### config.mk
export PLATFORM = sky130hd
export DESIGN_NAME = drop_tail_packet_queue_flat
export DESIGN_NICKNAME = d
export VERILOG_FILES = /design/src/rtl/core/dtpq_pkg.sv /design/src/rtl/core/dtpq_in_if.sv /design/src/rtl/core/dtpq_out_if.sv /design/src/rtl/core/dtpq_ctrl.sv /design/src/rtl/core/dtpq_datapath.sv /design/src/rtl/core/drop_tail_packet_queue.sv /design/src/flat_wrapper.sv
export SDC_FILE = /design/constraint.sdc
export NUM_CORES = 2
export LEC_CHECK = 0
export ABC_AREA = 1
export BUFFER_PORTS_ARGS = -buffer_cell sky130_fd_sc_hd__buf_2
export CORE_MARGIN = 10
export CORE_UTILIZATION = 40
export CTS_BUF_LIST = sky130_fd_sc_hd__clkbuf_8
export CTS_CLUSTER_DIAMETER = 120
export DETAILED_ROUTE_END_ITERATION = 7
export GPL_ROUTABILITY_DRIVEN = 0
export PLACE_DENSITY = 0.6
export RECOVER_POWER = 50
export SLEW_MARGIN = 30
export SYNTH_ARGS = -nofsm -noshare
export SYNTH_HDL_FRONTEND = slang
export SYNTH_HIERARCHICAL = 1
export SYNTH_SLANG_ARGS = --single-unit
export TNS_END_PERCENT = 20
### constraint.sdc
create_clock -name clk -period 11.2 [get_ports clk]
set_clock_uncertainty 0.2 [all_clocks]
set_input_delay 2.24 -clock clk [delete_from_list [all_inputs] [get_ports clk]]
set_output_delay 2.24 -clock clk [all_outputs]
set_load 0.01 [all_outputs]
### src/rtl/core/dtpq_pkg.sv
// Package for the drop-tail packet queue: sizes, event codes, register
// indexes, controller states and the command/status structs.
// No dependencies.
`timescale 1ns / 1ps

package dtpq_pkg;

    localparam int QUEUE_DEPTH = 64;
    localparam int IDX_W       = $clog2(QUEUE_DEPTH);
    localparam int CNT_W       = IDX_W + 1;
    localparam int TAG_W       = 16;
    localparam int SIZE_W      = 16;
    localparam int BYTES_W     = 22;
    localparam int LIMIT_W     = 7;
    localparam int MEAN_W      = 16;
    localparam int PROD_W      = LIMIT_W + MEAN_W;
    localparam int CFG_IDX_W   = 2;
    localparam int CFG_DATA_W  = 16;

    typedef enum logic [1:0] {
        EV_ACCEPT = 2'd0,
        EV_DROP   = 2'd1,
        EV_DEQ    = 2'd2,
        EV_EMPTY  = 2'd3
    } event_t;

    typedef enum logic {
        CMD_ENQ = 1'b0,
        CMD_DEQ = 1'b1
    } op_t;

    typedef enum logic [CFG_IDX_W-1:0] {
        REG_LIMIT_PACKETS = 2'd0,
        REG_MEAN_SIZE     = 2'd1,
        REG_BYTE_MODE     = 2'd2,
        REG_DROP_FRONT    = 2'd3
    } cfg_reg_t;

    typedef enum logic {
        ST_IDLE = 1'b0,
        ST_EXEC = 1'b1
    } state_t;

    typedef struct packed {
        logic take_item;
        logic execute;
    } dp_cmd_t;

    typedef struct packed {
        logic out_free;
    } dp_status_t;

endpackage

### src/rtl/core/dtpq_in_if.sv
// Input channel: valid/ready with enqueue/dequeue command payload.
// Depends on dtpq_pkg.
`timescale 1ns / 1ps

interface dtpq_in_if;
    logic                          valid;
    logic                          ready;
    logic                          cmd;
    logic [dtpq_pkg::TAG_W-1:0]    packet_tag;
    logic [dtpq_pkg::SIZE_W-1:0]   packet_size;

    modport source (output valid, output cmd, output packet_tag, output packet_size,
                    input ready);
    modport sink   (input valid, input cmd, input packet_tag, input packet_size,
                    output ready);
endinterface

### src/rtl/core/dtpq_out_if.sv
// Output channel: valid/ready with event and occupancy payload.
// Depends on dtpq_pkg.
`timescale 1ns / 1ps

interface dtpq_out_if;
    logic                          valid;
    logic                          ready;
    logic [1:0]                    event_kind;
    logic [dtpq_pkg::TAG_W-1:0]    out_tag;
    logic [dtpq_pkg::SIZE_W-1:0]   out_size;
    logic [dtpq_pkg::CNT_W-1:0]    held_packets;
    logic [dtpq_pkg::BYTES_W-1:0]  held_bytes;

    modport source (output valid, output event_kind, output out_tag, output out_size,
                    output held_packets, output held_bytes, input ready);
    modport sink   (input valid, input event_kind, input out_tag, input out_size,
                    input held_packets, input held_bytes, output ready);
endinterface

### src/rtl/core/dtpq_ctrl.sv
// Controller FSM: takes one beat, then runs it once the output slot is free.
// Depends on dtpq_pkg.
`timescale 1ns / 1ps

module dtpq_ctrl (
    input  logic                 clk,
    input  logic                 rst_n,
    input  logic                 in_valid,
    output logic                 in_ready,
    input  dtpq_pkg::dp_status_t status,
    output dtpq_pkg::dp_cmd_t    cmd
);

    dtpq_pkg::state_t state_reg, state_next;

    always_ff @(posedge clk or negedge rst_n)
    begin
        if (!rst_n)
        begin
            state_reg <= dtpq_pkg::ST_IDLE;
        end
        else
        begin
            state_reg <= state_next;
        end
    end

    always_comb
    begin
        state_next = state_reg;
        case (state_reg)
            dtpq_pkg::ST_IDLE:
            begin
                if (in_valid)
                begin
                    state_next = dtpq_pkg::ST_EXEC;
                end
            end
            dtpq_pkg::ST_EXEC:
            begin
                if (status.out_free)
                begin
                    state_next = dtpq_pkg::ST_IDLE;
                end
            end
            default:
            begin
                state_next = dtpq_pkg::ST_IDLE;
            end
        endcase
    end

    always_comb
    begin
        in_ready      = 1'b0;
        cmd.take_item = 1'b0;
        cmd.execute   = 1'b0;
        case (state_reg)
            dtpq_pkg::ST_IDLE:
            begin
                in_ready      = 1'b1;
                cmd.take_item = in_valid;
            end
            dtpq_pkg::ST_EXEC:
            begin
                cmd.execute = status.out_free;
            end
            default:
            begin
                in_ready = 1'b0;
            end
        endcase
    end

endmodule

### src/rtl/core/dtpq_datapath.sv
// Datapath: config registers, descriptor store, head/tail/counters,
// admission decision and the output register. Depends on dtpq_pkg.
`timescale 1ns / 1ps

module dtpq_datapath (
    input  logic                               clk,
    input  logic                               rst_n,
    input  logic                               cfg_we,
    input  logic [dtpq_pkg::CFG_IDX_W-1:0]     cfg_index,
    input  logic [dtpq_pkg::CFG_DATA_W-1:0]    cfg_data,
    input  logic                               in_cmd,
    input  logic [dtpq_pkg::TAG_W-1:0]         in_tag,
    input  logic [dtpq_pkg::SIZE_W-1:0]        in_size,
    input  dtpq_pkg::dp_cmd_t                  cmd,
    output dtpq_pkg::dp_status_t               status,
    input  logic                               out_ready,
    output logic                               out_valid,
    output logic [1:0]                         out_event,
    output logic [dtpq_pkg::TAG_W-1:0]         out_tag,
    output logic [dtpq_pkg::SIZE_W-1:0]        out_size,
    output logic [dtpq_pkg::CNT_W-1:0]         out_packets,
    output logic [dtpq_pkg::BYTES_W-1:0]       out_bytes
);

    localparam int DEPTH = dtpq_pkg::QUEUE_DEPTH;
    localparam int IW    = dtpq_pkg::IDX_W;
    localparam int CW    = dtpq_pkg::CNT_W;
    localparam int BW    = dtpq_pkg::BYTES_W;
    localparam int PW    = dtpq_pkg::PROD_W;

    localparam logic [IW-1:0] LAST_IDX = IW'(DEPTH - 1);
    localparam logic [CW-1:0] FULL_CNT = CW'(DEPTH);

    // config
    logic [dtpq_pkg::LIMIT_W-1:0] limit_reg;
    logic [dtpq_pkg::MEAN_W-1:0]  mean_reg;
    logic                         byte_mode_reg;
    logic                         drop_front_reg;
    logic [PW-1:0]                byte_limit;

    // captured beat
    logic                         op_reg;
    logic [dtpq_pkg::TAG_W-1:0]   tag_reg;
    logic [dtpq_pkg::SIZE_W-1:0]  size_reg;

    // queue state
    logic [dtpq_pkg::TAG_W-1:0]   tag_mem  [DEPTH];
    logic [dtpq_pkg::SIZE_W-1:0]  size_mem [DEPTH];
    logic [dtpq_pkg::TAG_W-1:0]   head_tag_reg;
    logic [dtpq_pkg::SIZE_W-1:0]  head_size_reg;
    logic [IW-1:0]                head_reg, head_next;
    logic [IW-1:0]                tail_reg, tail_next;
    logic [CW-1:0]                count_reg, count_next;
    logic [BW-1:0]                bytes_reg, bytes_next;

    // output register
    logic                         out_valid_reg;
    dtpq_pkg::event_t             event_reg, event_next;
    logic [dtpq_pkg::TAG_W-1:0]   otag_reg, otag_next;
    logic [dtpq_pkg::SIZE_W-1:0]  osize_reg, osize_next;

    logic          push;
    logic          pop;
    logic          over;
    logic          non_empty;
    logic [CW:0]   count_plus;
    logic [PW-1:0] bytes_plus;

    always_ff @(posedge clk or negedge rst_n)
    begin
        if (!rst_n)
        begin
            limit_reg      <= dtpq_pkg::LIMIT_W'(50);
            mean_reg       <= dtpq_pkg::MEAN_W'(500);
            byte_mode_reg  <= 1'b0;
            drop_front_reg <= 1'b0;
        end
        else if (cfg_we)
        begin
            case (dtpq_pkg::cfg_reg_t'(cfg_index))
                dtpq_pkg::REG_LIMIT_PACKETS: limit_reg <= cfg_data[dtpq_pkg::LIMIT_W-1:0];
                dtpq_pkg::REG_MEAN_SIZE:     mean_reg <= cfg_data[dtpq_pkg::MEAN_W-1:0];
                dtpq_pkg::REG_BYTE_MODE:     byte_mode_reg <= cfg_data[0];
                dtpq_pkg::REG_DROP_FRONT:    drop_front_reg <= cfg_data[0];
                default:                     limit_reg <= limit_reg;
            endcase
        end
    end

    // byte limit from the config registers
    assign byte_limit = PW'(limit_reg) * PW'(mean_reg);

    always_ff @(posedge clk)
    begin
        if (cmd.take_item)
        begin
            op_reg   <= in_cmd;
            tag_reg  <= in_tag;
            size_reg <= in_size;
        end
    end

    always_ff @(posedge clk)
    begin
        if (push)
        begin
            tag_mem[tail_reg]  <= tag_reg;
            size_mem[tail_reg] <= size_reg;
        end
        head_tag_reg  <= tag_mem[head_reg];
        head_size_reg <= size_mem[head_reg];
    end

    assign non_empty  = (count_reg != '0);
    assign count_plus = {1'b0, count_reg} + (CW+1)'(1);
    assign bytes_plus = PW'(bytes_reg) + PW'(size_reg);

    always_comb
    begin
        if (byte_mode_reg)
        begin
            over = (bytes_plus >= byte_limit);
        end
        else
        begin
            over = (count_plus >= (CW+1)'(limit_reg));
        end
        if (count_reg >= FULL_CNT)
        begin
            over = 1'b1;
        end
    end

    always_comb
    begin
        push       = 1'b0;
        pop        = 1'b0;
        event_next = dtpq_pkg::EV_EMPTY;
        otag_next  = '0;
        osize_next = '0;
        if (op_reg == dtpq_pkg::CMD_ENQ)
        begin
            if (!over)
            begin
                push       = cmd.execute;
                event_next = dtpq_pkg::EV_ACCEPT;
            end
            else if (drop_front_reg && non_empty)
            begin
                push       = cmd.execute;
                pop        = cmd.execute;
                event_next = dtpq_pkg::EV_DROP;
                otag_next  = head_tag_reg;
                osize_next = head_size_reg;
            end
            else
            begin
                event_next = dtpq_pkg::EV_DROP;
                otag_next  = tag_reg;
                osize_next = size_reg;
            end
        end
        else if (non_empty)
        begin
            pop        = cmd.execute;
            event_next = dtpq_pkg::EV_DEQ;
            otag_next  = head_tag_reg;
            osize_next = head_size_reg;
        end
    end

    always_comb
    begin
        head_next  = head_reg;
        tail_next  = tail_reg;
        count_next = count_reg;
        bytes_next = bytes_reg;
        if (pop)
        begin
            head_next = (head_reg == LAST_IDX) ? '0 : head_reg + IW'(1);
        end
        if (push)
        begin
            tail_next = (tail_reg == LAST_IDX) ? '0 : tail_reg + IW'(1);
        end
        if (push && !pop)
        begin
            count_next = count_reg + CW'(1);
        end
        else if (pop && !push)
        begin
            count_next = count_reg - CW'(1);
        end
        bytes_next = bytes_reg + (push ? BW'(size_reg) : '0) - (pop ? BW'(head_size_reg) : '0);
    end

    always_ff @(posedge clk or negedge rst_n)
    begin
        if (!rst_n)
        begin
            head_reg      <= '0;
            tail_reg      <= '0;
            count_reg     <= '0;
            bytes_reg     <= '0;
            out_valid_reg <= 1'b0;
        end
        else
        begin
            head_reg  <= head_next;
            tail_reg  <= tail_next;
            count_reg <= count_next;
            bytes_reg <= bytes_next;
            if (cmd.execute)
            begin
                out_valid_reg <= 1'b1;
            end
            else if (out_ready)
            begin
                out_valid_reg <= 1'b0;
            end
        end
    end

    always_ff @(posedge clk)
    begin
        if (cmd.execute)
        begin
            event_reg <= event_next;
            otag_reg  <= otag_next;
            osize_reg <= osize_next;
        end
    end

    // held counts track the queue registers, which only move on execute
    assign status.out_free = !out_valid_reg || out_ready;
    assign out_valid       = out_valid_reg;
    assign out_event       = event_reg;
    assign out_tag         = otag_reg;
    assign out_size        = osize_reg;
    assign out_packets     = count_reg;
    assign out_bytes       = bytes_reg;

endmodule

### src/rtl/core/drop_tail_packet_queue.sv
// Top level of the drop-tail packet queue: controller plus datapath.
// Depends on dtpq_pkg, dtpq_in_if, dtpq_out_if, dtpq_ctrl, dtpq_datapath.
//
// Usage:
//   in_ch carries one command per beat: cmd 0 enqueues (packet_tag,
//   packet_size), cmd 1 dequeues the head. out_ch returns one result beat
//   per command: event_kind, the dropped/dequeued descriptor, and the
//   packets and bytes held after the command.
//   Config is a plain write port (cfg_we, cfg_index, cfg_data); write only
//   while no command is outstanding.
//   A command is captured into the beat registers, then executes into the
//   output register once it is free. A new command is taken only after the
//   last one has executed; the descriptor store read of the head is
//   registered, so each command passes through capture and then execute.
//   The next command is accepted while a result still sits in the output
//   register; if the receiver stalls, that command waits in execute until
//   the output register frees, and in_ch.ready drops meanwhile.
//   Reset empties the queue and restores limit 50, mean size 500, packet
//   mode, drop-tail. The descriptor store is not cleared.
`timescale 1ns / 1ps

module drop_tail_packet_queue (
    input  logic                                clk,
    input  logic                                rst_n,
    dtpq_in_if.sink                             in_ch,
    dtpq_out_if.source                          out_ch,
    input  logic                                cfg_we,
    input  logic [dtpq_pkg::CFG_IDX_W-1:0]      cfg_index,
    input  logic [dtpq_pkg::CFG_DATA_W-1:0]     cfg_data
);

    dtpq_pkg::dp_cmd_t    cmd;
    dtpq_pkg::dp_status_t status;

    dtpq_ctrl u_ctrl (
        .clk      (clk),
        .rst_n    (rst_n),
        .in_valid (in_ch.valid),
        .in_ready (in_ch.ready),
        .status   (status),
        .cmd      (cmd)
    );

    dtpq_datapath u_datapath (
        .clk         (clk),
        .rst_n       (rst_n),
        .cfg_we      (cfg_we),
        .cfg_index   (cfg_index),
        .cfg_data    (cfg_data),
        .in_cmd      (in_ch.cmd),
        .in_tag      (in_ch.packet_tag),
        .in_size     (in_ch.packet_size),
        .cmd         (cmd),
        .status      (status),
        .out_ready   (out_ch.ready),
        .out_valid   (out_ch.valid),
        .out_event   (out_ch.event_kind),
        .out_tag     (out_ch.out_tag),
        .out_size    (out_ch.out_size),
        .out_packets (out_ch.held_packets),
        .out_bytes   (out_ch.held_bytes)
    );

endmodule

### src/flat_wrapper.sv
// flat-port wrapper written by rule: the top's interface ports become plain ports
module drop_tail_packet_queue_flat 
  (clk, rst_n, cfg_we, cfg_index, cfg_data, in_ch_valid, in_ch_cmd, in_ch_packet_tag, in_ch_packet_size, in_ch_ready, out_ch_valid, out_ch_event_kind, out_ch_out_tag, out_ch_out_size, out_ch_held_packets, out_ch_held_bytes, out_ch_ready);
  dtpq_in_if in_ch_i ();
  dtpq_out_if out_ch_i ();
  input  logic clk;
  input  logic rst_n;
  input  logic cfg_we;
  input  logic [dtpq_pkg::CFG_IDX_W-1:0] cfg_index;
  input  logic [dtpq_pkg::CFG_DATA_W-1:0] cfg_data;
  input wire logic [$bits(in_ch_i.valid)-1:0] in_ch_valid;
  input wire logic [$bits(in_ch_i.cmd)-1:0] in_ch_cmd;
  input wire logic [$bits(in_ch_i.packet_tag)-1:0] in_ch_packet_tag;
  input wire logic [$bits(in_ch_i.packet_size)-1:0] in_ch_packet_size;
  output wire logic [$bits(in_ch_i.ready)-1:0] in_ch_ready;
  output wire logic [$bits(out_ch_i.valid)-1:0] out_ch_valid;
  output wire logic [$bits(out_ch_i.event_kind)-1:0] out_ch_event_kind;
  output wire logic [$bits(out_ch_i.out_tag)-1:0] out_ch_out_tag;
  output wire logic [$bits(out_ch_i.out_size)-1:0] out_ch_out_size;
  output wire logic [$bits(out_ch_i.held_packets)-1:0] out_ch_held_packets;
  output wire logic [$bits(out_ch_i.held_bytes)-1:0] out_ch_held_bytes;
  input wire logic [$bits(out_ch_i.ready)-1:0] out_ch_ready;
  assign in_ch_i.valid = in_ch_valid;
  assign in_ch_i.cmd = in_ch_cmd;
  assign in_ch_i.packet_tag = in_ch_packet_tag;
  assign in_ch_i.packet_size = in_ch_packet_size;
  assign in_ch_ready = in_ch_i.ready;
  assign out_ch_valid = out_ch_i.valid;
  assign out_ch_event_kind = out_ch_i.event_kind;
  assign out_ch_out_tag = out_ch_i.out_tag;
  assign out_ch_out_size = out_ch_i.out_size;
  assign out_ch_held_packets = out_ch_i.held_packets;
  assign out_ch_held_bytes = out_ch_i.held_bytes;
  assign out_ch_i.ready = out_ch_ready;
  drop_tail_packet_queue u_core (.clk(clk), .rst_n(rst_n), .in_ch(in_ch_i), .out_ch(out_ch_i), .cfg_we(cfg_we), .cfg_index(cfg_index), .cfg_data(cfg_data));
endmodule
==> results.yml <==
logic_synthesis:
  synth.most_common_cell: "edfxtp_1"
  ys_top_cells_by_count: "2115 x edfxtp_1, 1220 x nor2_1, 1068 x o21ai_0"
  synthArstFlopShare_pct: 3.070
  avgSynthCellArea_sq_um: 12.05
  synth_top_cell_by_area: "edfxtp_1"
  synthesis.area_sq_um: 93700
  synthFlopType: "edfxtp_1"
  synthCells: 7775
  synth_area_leaders: "edfxtp_1 68%, o21ai_0 5.7%, nor2_1 4.9%"
  ys_warn_count: 6
  synth_edf_count: 2115
  synth_top_area_share_pct: 67.78
  ys_ff_latch: 2215
  synth.distinct_cells: 44
  synth_fp_nets: 8042
  ys_seq_area_share_pct: 70.29
place:
  place_hpwl_microns: 161500
  port_buffers: 120
  numPlacedInstances: 10700
global_route:
  grt_pass1_wl_microns: 418200
  grt_pass1_vias: 61950
  grt_max_degree: 220
  overflow: 0
  antenna_found_initial: 23
  groute.usage.overall_pct: 21.75
cts:
  hold_buffers: 0
  cts_resized: 0
  cts.sinks: 2215
  clk_latency_ns: 1.08
  numCtsBuffers: 379
  htree_levels: 5
  post_cts_buffers: 0
  cts.clk_slew.worst_paths_ns: 0.06
  cts_buffer_depth: 4
  cts_tree: "done"
  cts_root_buf: "clkbuf_8"
cells_and_area:
  nets: 8221
  fin_cells: 11390
  num-fill-cells: 21080
  final-seq-area_sq_um: 65880
  syn_to_final_growth_pct: 11.86
  multi_input_area_sq_um: 24900
  drive_gt1_share_pct: 9.495
route:
  met1_length_microns: 118500
  via_per_inst: 5.638
  antenna_left: 0
  wl_per_cell_microns: 25.36
  dr_total_vias: 64210
  routed-wl-met2_microns: 128600
  detail_route.wirelength_microns: 288800
  drt-initial-drc-count: 8402
  topRoutingLayerUsed: "met5"
  drc: 2
  firstDrtPassIters: 8
  wl_met3_microns: 31970
power:
  pwr-share-clk_pct: 25.1
  peakVddDrop_mv: 0.1969
  switching_power_uw: 10370
  seqPwrFrac_pct: 37.4
  power.density_nw_per_um2: 249.7
  swShare_pct: 39.61
  p_comb_share_pct: 37.4
  leakagePower_uw: 0.03666
  intPower_uw: 15810
floorplan:
  die_area_sq_um: 254000
  coreArea_sq_um: 232800
  die_x_microns: 504.0
  pin_count: 121
  die_y_microns: 504.0
  rows: 177
  floorplan.initialDensity_pct: 40.26
setup_path:
  reg2reg_depth: 43
  slowest_stage: "dfrtp_1"
  worst_setup_path_end_kind: "flip-flop"
  cp-startpoint: "u_core/u_datapath/limit_reg[2]$_DFFE_PN0P_"
  startpoint_type: "flip-flop"
  cp_num_buf_inv: 10
  r2r_start: "u_core/u_datapath/limit_reg[2]$_DFFE_PN0P_"
  cpMostUsedCell: "nand2_1"
  cp.depth: 43
  r2r_slack_ns: 1.60
  cp_max_fo: 18
  cp_top_family: "adder cells"
  arrival_ns: 10.30
  critPathMaxStageDelay_ns: 0.62
  crit_required_ns: 11.89
  critical_path_class: "flip-flop to flip-flop"
min_path:
  hold_class: "flip-flop to flip-flop"
  hp-start: "u_core/u_datapath/out_valid$_DFFE_PN0P_"
  min_path_cells: 2
sta:
  min_period_ns: 9.604
  tightestPinTransition_ns: 3.956
  period_share_pct: 85.75
  rsz0062_at_grt: "no"
  setup_tns_ns: 0
  max_freq_ghz: 0.1041
  slew_headroom_pct: -163.7
  hold_viol_final: 0
  slew_violations: 2147
  setup_viol: 0
status:
  status: "complete, but fails checks"
  violations: "DRC, capacitance limit, slew limit"
flow_run:
  cap_viol_max_count: 47
## kinds of logic (layout without fill, tap and decap cells)
| family | count (synthesis) | after routing | synth area share, % |
|---|---|---|---|
| buffers and inverters | 845 | 1306 | 3.673 |
| AOI/OAI and AO/OA | 1842 | 1842 | 10.66 |
| DFF | 2215 | 2215 | 70.29 |
| and+or+nand+nor | 2583 | 2583 | 11.10 |
| other | 0 | 20 | 0 |
| muxes | 9 | 9 | 0.1082 |
| adders and majority gates | 211 | 211 | 3.514 |
| xor gates and xnor gates | 70 | 70 | 0.6543 |
## metal layers
layer / vias up / global-route usage [%]
li1: 28410 / -
met1: 31770 / 30.24
met2: 3491 / 33.31
met3: 538 / 5.369
met4: 6 / 7.551
met5: - / 0
## final cells by class
| type | instances | area share (%) |
|---|---|---|
| Timing Repair Buffer | 301 | 1.984 |
| Inverter | 342 | 1.264 |
| Sequential cell | 2215 | 62.85 |
| Multi-Input combinational cell | 4715 | 23.75 |
| Tap cell | 3132 | 3.739 |
| Clock inverter | 275 | 1.263 |
| Clock buffer | 388 | 5.095 |
| Antenna cell | 20 | 0.04775 |
## through the flow
step                hold WS, ns  instance area [sq um]  setup WS, ns  power, uW  util [%]
global placement         0.2970                  98000         1.856      19400     42.10
detailed placement       0.3068                  98320         1.773      19560     42.24
CTS                      0.3186                 105000         1.744      26120     45.10
floorplan                0.2534                  93700         3.237      16560         -
global route             0.3905                 104800        0.8910      27720     45.02
finish                   0.3270                 104800         1.596      26170     45.03
## power groups by stage
stage | clock (uW) | combinational [uW] | sequential, uW
6_report | 6580 | 9790 | 9800
5_1_grt | 7060 | 10800 | 9830
4_1_cts | 6690 | 9650 | 9770
3_5_place_dp | 0 | 9610 | 9940
3_3_place_gp | 0 | 9460 | 9940
2_1_floorplan | 0 | 6750 | 9810
## path summary, 6_finish.rpt
check,to
min in group asynchronous,u_core/u_datapath/byte_mode_reg$_DFFE_PN0P_
max reg2reg,u_core/u_datapath/out_bytes[17]$_DFF_PN0_
min,u_core/u_datapath/out_valid$_DFFE_PN0P_
max in group asynchronous,u_core/u_datapath/head_reg[0]$_DFFE_PN0N_
max,u_core/u_datapath/out_bytes[17]$_DFF_PN0_
min reg2reg,u_core/u_datapath/out_valid$_DFFE_PN0P_
## worst reg2reg max path: cells and delay by family (launching register included)
family,cells,cell delay [ns]
simple gates,16,2.22
buf+inv,10,1.35
compound gates,7,1.36
flops,1,0.62
xor+xnor,2,0.30
fa+ha+maj,8,3.42
## cells in the final DEF (no fill, tap or decap), types with 5 or more instances in the layout
cell type / count
a21o_1: 8
a21oi_1: 169
a31oi_1: 8
buf_12: 10
buf_16: 11
buf_2: 114
buf_4: 99
bufinv_16: 7
clkbuf_1: 66
clkbuf_8: 388
clkinv_1: 98
clkinv_2: 34
clkinvlp_4: 8
dfrtp_1: 54
dfrtp_4: 5
dfstp_2: 9
dfxtp_1: 32
diode_2: 20
edfxtp_1: 2115
fa_1: 87
ha_1: 124
inv_1: 458
mux2_2: 9
nand2_1: 854
nand3_1: 432
nand3_2: 5
nand4_1: 13
nor2_1: 1156
nor2_4: 64
nor3_1: 21
o211ai_1: 5
o21ai_0: 1068
o21ai_1: 21
o21bai_1: 8
o22ai_1: 546
or2_1: 29
xnor2_1: 26
xor2_1: 44
Power figures use the tool's default switching activity.
